## src/rtl/core/rvdec_pkg.sv

```systemverilog
// Shared types and constants for the RV64I instruction decoder.
package rvdec_pkg;

    // Dense mnemonic numbering of the decoded instruction
    typedef enum logic [5:0] {
        MN_LUI    = 6'd0,
        MN_AUIPC  = 6'd1,
        MN_JAL    = 6'd2,
        MN_JALR   = 6'd3,
        MN_BEQ    = 6'd4,
        MN_BNE    = 6'd5,
        MN_BLT    = 6'd6,
        MN_BGE    = 6'd7,
        MN_BLTU   = 6'd8,
        MN_BGEU   = 6'd9,
        MN_LB     = 6'd10,
        MN_LH     = 6'd11,
        MN_LW     = 6'd12,
        MN_LD     = 6'd13,
        MN_LBU    = 6'd14,
        MN_LHU    = 6'd15,
        MN_LWU    = 6'd16,
        MN_SB     = 6'd17,
        MN_SH     = 6'd18,
        MN_SW     = 6'd19,
        MN_SD     = 6'd20,
        MN_ADDI   = 6'd21,
        MN_SLTI   = 6'd22,
        MN_SLTIU  = 6'd23,
        MN_XORI   = 6'd24,
        MN_ORI    = 6'd25,
        MN_ANDI   = 6'd26,
        MN_SLLI   = 6'd27,
        MN_SRLI   = 6'd28,
        MN_SRAI   = 6'd29,
        MN_ADD    = 6'd30,
        MN_SUB    = 6'd31,
        MN_SLL    = 6'd32,
        MN_SLT    = 6'd33,
        MN_SLTU   = 6'd34,
        MN_XOR    = 6'd35,
        MN_SRL    = 6'd36,
        MN_SRA    = 6'd37,
        MN_OR     = 6'd38,
        MN_AND    = 6'd39,
        MN_ECALL  = 6'd40,
        MN_EBREAK = 6'd41,
        MN_WFI    = 6'd42,
        MN_BR_X   = 6'd43,
        MN_LD_X   = 6'd44,
        MN_ST_X   = 6'd45,
        MN_OPI_X  = 6'd46,
        MN_OP_X   = 6'd47,
        MN_SYS_X  = 6'd48,
        MN_UNK    = 6'd49
    } t_mnem;

    // Major opcodes
    localparam logic [6:0] OPC_LUI    = 7'h37;
    localparam logic [6:0] OPC_AUIPC  = 7'h17;
    localparam logic [6:0] OPC_JAL    = 7'h6f;
    localparam logic [6:0] OPC_JALR   = 7'h67;
    localparam logic [6:0] OPC_BRANCH = 7'h63;
    localparam logic [6:0] OPC_LOAD   = 7'h03;
    localparam logic [6:0] OPC_STORE  = 7'h23;
    localparam logic [6:0] OPC_OPIMM  = 7'h13;
    localparam logic [6:0] OPC_OP     = 7'h33;
    localparam logic [6:0] OPC_SYSTEM = 7'h73;

    localparam logic [6:0] F7_ALT = 7'h20;

    // Exact system words
    localparam logic [31:0] WORD_ECALL  = 32'h0000_0073;
    localparam logic [31:0] WORD_EBREAK = 32'h0010_0073;
    localparam logic [31:0] WORD_WFI    = 32'h1050_0073;

    typedef struct packed {
        t_mnem        code;
        logic [19:0]  imm;
        logic [63:0]  target;
    } t_dec_result;

endpackage

```

## src/rtl/core/rvdec_decode.sv

```systemverilog
// Combinational classification, immediate selection and target add.
module rvdec_decode (
    input  logic [31:0]              i_instr_word,
    input  logic [63:0]              i_prog_counter,
    output rvdec_pkg::t_dec_result   o_result
);

    logic [6:0]       opc;
    logic [2:0]       f3;
    logic [6:0]       f7;
    logic [19:0]      imm_i;
    logic [19:0]      imm_s;
    logic [19:0]      imm_u;
    logic [63:0]      off_b;
    logic [63:0]      off_j;
    logic             use_b;
    logic             use_j;
    rvdec_pkg::t_mnem code;
    logic [19:0]      imm;

    assign opc   = i_instr_word[6:0];
    assign f3    = i_instr_word[14:12];
    assign f7    = i_instr_word[31:25];
    assign imm_i = {{8{i_instr_word[31]}}, i_instr_word[31:20]};
    assign imm_s = {{8{i_instr_word[31]}}, i_instr_word[31:25], i_instr_word[11:7]};
    assign imm_u = i_instr_word[31:12];
    assign off_b = {{51{i_instr_word[31]}}, i_instr_word[31], i_instr_word[7],
                    i_instr_word[30:25], i_instr_word[11:8], 1'b0};
    assign off_j = {{43{i_instr_word[31]}}, i_instr_word[31], i_instr_word[19:12],
                    i_instr_word[20], i_instr_word[30:21], 1'b0};

    always_comb begin
        code  = rvdec_pkg::MN_UNK;
        imm   = '0;
        use_b = 1'b0;
        use_j = 1'b0;
        unique case (opc)
            rvdec_pkg::OPC_LUI: begin
                code = rvdec_pkg::MN_LUI;
                imm  = imm_u;
            end
            rvdec_pkg::OPC_AUIPC: begin
                code = rvdec_pkg::MN_AUIPC;
                imm  = imm_u;
            end
            rvdec_pkg::OPC_JAL: begin
                code  = rvdec_pkg::MN_JAL;
                use_j = 1'b1;
            end
            rvdec_pkg::OPC_JALR: begin
                // only funct3 zero is a real jalr
                if (f3 == 3'd0) begin
                    code = rvdec_pkg::MN_JALR;
                    imm  = imm_i;
                end
            end
            rvdec_pkg::OPC_BRANCH: begin
                use_b = 1'b1;
                unique case (f3)
                    3'd0:    code = rvdec_pkg::MN_BEQ;
                    3'd1:    code = rvdec_pkg::MN_BNE;
                    3'd4:    code = rvdec_pkg::MN_BLT;
                    3'd5:    code = rvdec_pkg::MN_BGE;
                    3'd6:    code = rvdec_pkg::MN_BLTU;
                    3'd7:    code = rvdec_pkg::MN_BGEU;
                    default: code = rvdec_pkg::MN_BR_X;
                endcase
            end
            rvdec_pkg::OPC_LOAD: begin
                imm = imm_i;
                unique case (f3)
                    3'd0:    code = rvdec_pkg::MN_LB;
                    3'd1:    code = rvdec_pkg::MN_LH;
                    3'd2:    code = rvdec_pkg::MN_LW;
                    3'd3:    code = rvdec_pkg::MN_LD;
                    3'd4:    code = rvdec_pkg::MN_LBU;
                    3'd5:    code = rvdec_pkg::MN_LHU;
                    3'd6:    code = rvdec_pkg::MN_LWU;
                    default: code = rvdec_pkg::MN_LD_X;
                endcase
            end
            rvdec_pkg::OPC_STORE: begin
                imm = imm_s;
                unique case (f3)
                    3'd0:    code = rvdec_pkg::MN_SB;
                    3'd1:    code = rvdec_pkg::MN_SH;
                    3'd2:    code = rvdec_pkg::MN_SW;
                    3'd3:    code = rvdec_pkg::MN_SD;
                    default: code = rvdec_pkg::MN_ST_X;
                endcase
            end
            rvdec_pkg::OPC_OPIMM: begin
                imm = imm_i;
                unique case (f3)
                    3'd0:    code = rvdec_pkg::MN_ADDI;
                    3'd1:    code = rvdec_pkg::MN_SLLI;
                    3'd2:    code = rvdec_pkg::MN_SLTI;
                    3'd3:    code = rvdec_pkg::MN_SLTIU;
                    3'd4:    code = rvdec_pkg::MN_XORI;
                    3'd5:    code = (f7 == rvdec_pkg::F7_ALT) ? rvdec_pkg::MN_SRAI
                                                              : rvdec_pkg::MN_SRLI;
                    3'd6:    code = rvdec_pkg::MN_ORI;
                    default: code = rvdec_pkg::MN_ANDI;
                endcase
            end
            rvdec_pkg::OPC_OP: begin
                if (f7 == 7'd0) begin
                    unique case (f3)
                        3'd0:    code = rvdec_pkg::MN_ADD;
                        3'd1:    code = rvdec_pkg::MN_SLL;
                        3'd2:    code = rvdec_pkg::MN_SLT;
                        3'd3:    code = rvdec_pkg::MN_SLTU;
                        3'd4:    code = rvdec_pkg::MN_XOR;
                        3'd5:    code = rvdec_pkg::MN_SRL;
                        3'd6:    code = rvdec_pkg::MN_OR;
                        default: code = rvdec_pkg::MN_AND;
                    endcase
                end else if (f7 == rvdec_pkg::F7_ALT && f3 == 3'd0) begin
                    code = rvdec_pkg::MN_SUB;
                end else if (f7 == rvdec_pkg::F7_ALT && f3 == 3'd5) begin
                    code = rvdec_pkg::MN_SRA;
                end else begin
                    code = rvdec_pkg::MN_OP_X;
                end
            end
            rvdec_pkg::OPC_SYSTEM: begin
                priority if (i_instr_word == rvdec_pkg::WORD_ECALL) begin
                    code = rvdec_pkg::MN_ECALL;
                end else if (i_instr_word == rvdec_pkg::WORD_EBREAK) begin
                    code = rvdec_pkg::MN_EBREAK;
                end else if (i_instr_word == rvdec_pkg::WORD_WFI) begin
                    code = rvdec_pkg::MN_WFI;
                end else begin
                    code = rvdec_pkg::MN_SYS_X;
                end
            end
            default: code = rvdec_pkg::MN_UNK;
        endcase
    end

    assign o_result.code   = code;
    assign o_result.imm    = imm;
    // one 64-bit add, wraps naturally
    assign o_result.target = (use_b || use_j)
                           ? i_prog_counter + (use_j ? off_j : off_b)
                           : 64'd0;

endmodule

```

## src/rtl/core/rv64i_instruction_decoder_unit.sv

```systemverilog
// Top level of the RV64I instruction decoder: input register, decode, result register.
//
//  channel   direction  handshake           payload
//  request   in         start / busy        i_instr_word, i_prog_counter
//  result    out        o_valid (strobe)    o_mnemonic_code, o_dest_reg, o_src1_reg,
//                                           o_src2_reg, o_shown_immediate, o_jump_target
//
//  A request is taken every cycle; busy is always low.
//  Its result strobes after passing the input register, then the result register.
//  The decode and the 64-bit target add sit between the two registers.
//  Synchronous reset clears both valid flags; payload registers are not reset.
//  The receiver cannot stall, so nothing is ever held back.
module rv64i_instruction_decoder_unit (
    input  logic                i_clk,
    input  logic                i_rst_n,
    input  logic                start,
    output logic                busy,
    input  logic [31:0]         i_instr_word,
    input  logic [63:0]         i_prog_counter,
    output logic                o_valid,
    output logic [5:0]          o_mnemonic_code,
    output logic [4:0]          o_dest_reg,
    output logic [4:0]          o_src1_reg,
    output logic [4:0]          o_src2_reg,
    output logic signed [19:0]  o_shown_immediate,
    output logic [63:0]         o_jump_target
);

    logic                   r_in_valid;
    logic [31:0]            r_instr;
    logic [63:0]            r_pc;
    logic                   r_out_valid;
    rvdec_pkg::t_dec_result r_result;
    logic [31:0]            r_out_instr;
    rvdec_pkg::t_dec_result n_result;

    assign busy = 1'b0;

    always_ff @(posedge i_clk) begin
        if (!i_rst_n) begin
            r_in_valid  <= 1'b0;
            r_out_valid <= 1'b0;
        end else begin
            r_in_valid  <= start && !busy;
            r_out_valid <= r_in_valid;
        end
    end

    always_ff @(posedge i_clk) begin
        r_instr     <= i_instr_word;
        r_pc        <= i_prog_counter;
        r_result    <= n_result;
        r_out_instr <= r_instr;
    end

    rvdec_decode u_decode (
        .i_instr_word   (r_instr),
        .i_prog_counter (r_pc),
        .o_result       (n_result)
    );

    assign o_valid           = r_out_valid;
    assign o_mnemonic_code   = r_result.code;
    assign o_dest_reg        = r_out_instr[11:7];
    assign o_src1_reg        = r_out_instr[19:15];
    assign o_src2_reg        = r_out_instr[24:20];
    assign o_shown_immediate = r_result.imm;
    assign o_jump_target     = r_result.target;

    // A result strobe always traces back to a request through the input and result registers
    a_strobe_from_request: assert property (@(posedge i_clk) disable iff (!i_rst_n)
        o_valid |-> $past(start, 2))
        else $error("result strobe without a request");

    // Only branches and jal carry a target
    a_target_only_flow: assert property (@(posedge i_clk) disable iff (!i_rst_n)
        (o_valid && o_jump_target != 64'd0) |->
            (r_result.code == rvdec_pkg::MN_JAL  || r_result.code == rvdec_pkg::MN_BEQ ||
             r_result.code == rvdec_pkg::MN_BNE  || r_result.code == rvdec_pkg::MN_BLT ||
             r_result.code == rvdec_pkg::MN_BGE  || r_result.code == rvdec_pkg::MN_BLTU ||
             r_result.code == rvdec_pkg::MN_BGEU || r_result.code == rvdec_pkg::MN_BR_X))
        else $error("jump target on a non-flow instruction");

    // Jal, the reserved-branch catch-all and ecall show no immediate
    a_flow_no_imm: assert property (@(posedge i_clk) disable iff (!i_rst_n)
        (o_valid && (r_result.code == rvdec_pkg::MN_JAL ||
                     r_result.code == rvdec_pkg::MN_BR_X ||
                     r_result.code == rvdec_pkg::MN_ECALL)) |->
            (o_shown_immediate == 20'sd0))
        else $error("immediate shown for jal, branch or ecall");

    // Op-imm catch-all is never produced
    a_no_opimm_catchall: assert property (@(posedge i_clk) disable iff (!i_rst_n)
        o_valid |-> (r_result.code != rvdec_pkg::MN_OPI_X))
        else $error("op-imm catch-all code produced");

endmodule

```

## config.mk

```make
export PLATFORM = sky130hd
export DESIGN_NAME = rv64i_instruction_decoder_unit
export DESIGN_NICKNAME = d
export VERILOG_FILES = /design/src/rtl/core/rvdec_pkg.sv /design/src/rtl/core/rvdec_decode.sv /design/src/rtl/core/rv64i_instruction_decoder_unit.sv
export SDC_FILE = /design/constraint.sdc
export NUM_CORES = 1
export LEC_CHECK = 0
export BUFFER_PORTS_ARGS = -buffer_cell sky130_fd_sc_hd__buf_4
export CORE_AREA = 2 2 136 138
export DETAILED_ROUTE_END_ITERATION = 16
export DIE_AREA = 0 0 138 140
export HOLD_SLACK_MARGIN = 0.1
export PLACE_DENSITY = 0.78
export SLEW_MARGIN = 20
export SYNTH_ARGS = -nofsm -noshare
export SYNTH_HDL_FRONTEND = slang
export SYNTH_SLANG_ARGS = --single-unit
```

## constraint.sdc

```tcl
create_clock -name i_clk -period 11.7 [get_ports i_clk]
set_input_delay 1.755 -clock i_clk [delete_from_list [all_inputs] [get_ports i_clk]]
set_output_delay 1.755 -clock i_clk [all_outputs]
set_load 0.1 [all_outputs]
```

==> out/results.ini <==
[floorplan]
rows=49
fp.dieH_um=140
chipWidth_um=138
core-area_um2=17800
floorplan.io_pins=206
floorplan.initialDensity_pct=53.2
die_area_um2=19300

[critical_path]
timing.critical_path.required_ps=12060
kind_of_critical_path=register to register
timing.critical_path.from_type=register
worst_ep_arrival_time_ps=5400
worst-path-max-fanout=17
worst_setup_path_end_kind=register

[clock_tree]
cts_tree=done
tritoncts.num_buffers=21
clkLatencyLatePin_ps=510
h-tree-depth=1
cts_hold_buffers=0
cts_setup_buffers=0
clk_pin_slew_worst_paths_ps=60
root_buffer=sky130_fd_sc_hd__clkbuf_16
clockBufferDepth=3
postCtsResizedCells=0
clock-sinks=203

[synth]
count_of_flip_flops_with_a_built_in_enable_after_synthesis=0
synth_warnings=0
synth_commonest_cells=203 x sky130_fd_sc_hd__dfxtp_1, 106 x sky130_fd_sc_hd__a21oi_1, 87 x sky130_fd_sc_hd__nand2_1
syn_avg_cell_area_um2=8.94
most_area_consuming_cells_after_synthesis=sky130_fd_sc_hd__dfxtp_1 43%, sky130_fd_sc_hd__ha_1 8.2%, sky130_fd_sc_hd__a21oi_1 5.6%
synth_ff_type=sky130_fd_sc_hd__dfxtp_1
yosysTopAreaCellShare_pct=43.0
synth_sequential_area_ratio_pct=43.0
netlist-cell-type-count=73
number_of_instances_in_the_synthesized_netlist=1057
post-synth-top-count-cell=sky130_fd_sc_hd__dfxtp_1
synth.net_count=1219
total_standard_cell_area_after_synthesis_um2=9450
synth_async_sr_flop_share_pct=0
largest_area_contributor_in_the_synthesized_netlist=sky130_fd_sc_hd__dfxtp_1
synth.ff_latch_count=203

[global_routing]
vias_in_the_first_global_route=8136
antenna_violations_before_repair=0
wire_length_of_the_first_global_routing_pass_um=42900
track_usage_pct=27.0
global_route.overflow_total=0
grt_start_max_net_pins=57

[placed_design]
post-place-cells=1445
gp_congestion=0.951
numPortBuffers=204
place_area_um2=11000
dp_hpwl_um=20700

[sta]
report.final.setup_viol=0
hold_ws_ps=417
timing.max_slew.rel_slack_pct=36.5
tightestPinTransition_ps=945
period_needed_ps=5040
fin_worst_skew_ps=16.0
hold_viol=0
report.final.slew_viol_count=0
rsz0062_at_grt=no
min_period_over_period_pct=43.1
final.setup.tns_ps=0
achievable-frequency_ghz=0.198

[power]
cellInternalPower_w=0.00129
p_sw_w=0.000499
power_leakage_nw=5.35
p_comb_share_pct=18.8
switching_share_pct=27.9
pwr-share-seq_pct=41.2
p_clk_share_pct=40.0
vdd_ir_drop_max_uv=174
power.density_nw_per_um2=152

[layout]
syn2layout_area_growth_pct=24.7
nNetsFinal=1401
layout-drive-gt1-share_pct=21.6
final_design_area_no_fill_um2=11800
stdcell_count=1481
n_antenna_cell=0

[detailed_routing]
drt_drc_violations_left=0
detailedRoute.firstIterationViolations=790
antenna_left=0
detailedRoute.firstPassIterationCount=7
post_drt_wl_per_cell_um=18.6
vias=8673
drt-vias-per-instance=5.86
routed_wl_um=27500

[outcome]
outcome=finished clean

[flow_run]
max-cap-violations=0

[min_path]
hold_class=register to register

## registers in the layout, indices dropped and copies added (netlist names)
name,count
r_pc,64
o_jump_target,64
o_valid,1
r_in_valid,1
o_shown_immediate,20
r_out_instr,15
r_instr,32
o_mnemonic_code,6
## power groups by stage
stage,Clock [W],Combinational [W],Sequential [W]
2_1_floorplan,0,0.000202,0.000789
3_3_place_gp,0,0.000326,0.000750
3_5_place_dp,0,0.000328,0.000750
6_report,0.000715,0.000336,0.000735
5_1_grt,0.000755,0.000365,0.000737
4_1_cts,0.000726,0.000331,0.000735
## cell type report
cell class | count | area [um2]
clock buffers | 28 | 602
well taps | 229 | 287
flip-flops and latches | 203 | 4070
multi-input cells | 762 | 4960
clock inverters | 8 | 146
repair buffers | 209 | 1570
inverters | 42 | 158
fillers | 1483 | 5990
## worst paths after layout
kind / from / end / slack [ps] / depth (start not counted)
worst min-delay path: r_instr[23] / r_out_instr[23] / 420 / 0
worst max register to register: r_instr[4] / o_jump_target[63] / 6660 / 17
worst max-delay path: r_instr[4] / o_jump_target[63] / 6660 / 17
worst min register to register: r_instr[23] / r_out_instr[23] / 420 / 0
## layer usage
metal / up-vias / GRT usage, % / wire (um)
li1: 4186 / - / -
met1: 3993 / 37.2 / 12000
met2: 427 / 43.8 / 12500
met3: 67 / 4.21 / 2220
met4: 0 / 8.86 / 792
met5: - / 0 / 0
## worst max-delay path, stage by stage (launching register included)
cell and delay [ps]:
sky130_fd_sc_hd__dfxtp_1 550, sky130_fd_sc_hd__inv_1 230, sky130_fd_sc_hd__and3_1 280, sky130_fd_sc_hd__nand2_1 170, sky130_fd_sc_hd__nor2_1 70, sky130_fd_sc_hd__buf_4 200, sky130_fd_sc_hd__mux2_2 250, sky130_fd_sc_hd__ha_1 190
sky130_fd_sc_hd__inv_1 70, sky130_fd_sc_hd__fa_1 400, sky130_fd_sc_hd__nand2b_1 190, sky130_fd_sc_hd__a211o_1 320, sky130_fd_sc_hd__a211o_1 300, sky130_fd_sc_hd__a311o_1 390, sky130_fd_sc_hd__a2111o_1 540, sky130_fd_sc_hd__a2111oi_1 530
sky130_fd_sc_hd__or3_1 180, sky130_fd_sc_hd__a21oi_1 60
## cell usage in the layout, fill, tap and decap left out, types with 16 or more instances in the layout
cell / synthesis / routed
sky130_fd_sc_hd__a21o_1: 41 / 41
sky130_fd_sc_hd__a21oi_1: 106 / 105
sky130_fd_sc_hd__buf_4: 2 / 209
sky130_fd_sc_hd__clkbuf_16: 0 / 21
sky130_fd_sc_hd__dfxtp_1: 203 / 202
sky130_fd_sc_hd__ha_1: 62 / 62
sky130_fd_sc_hd__inv_1: 42 / 42
sky130_fd_sc_hd__nand2_1: 87 / 87
sky130_fd_sc_hd__nand3_1: 19 / 19
sky130_fd_sc_hd__nand4_1: 24 / 24
sky130_fd_sc_hd__nor2_1: 85 / 85
sky130_fd_sc_hd__nor3_1: 43 / 43
sky130_fd_sc_hd__o21a_1: 21 / 21
sky130_fd_sc_hd__o21ai_0: 51 / 51
sky130_fd_sc_hd__xnor2_1: 23 / 23
sky130_fd_sc_hd__xor2_1: 16 / 16
## kinds of logic after synthesis
family          Yosys count  share of synthesized area (%)
fa+ha+maj                63                           8.42
xor+xnor                 39                           3.61
compound gates          326                           22.6
simple gates            323                           16.5
other cells               1                         0.0397
mux                      10                           1.15
buf+inv                  92                           4.67
flops                   203                           43.0
## stage by stage
stage          util [%]  setup slack [ps]  power, W
2_1_floorplan         -              7270  0.000991
3_3_place_gp       62.1              6900   0.00108
3_5_place_dp       62.1              6750   0.00108
4_1_cts            66.3              6730   0.00179
5_1_grt            66.3              6290   0.00186
6_report           66.3              6660   0.00179
No activity file was read; power rests on OpenSTA's default activity.
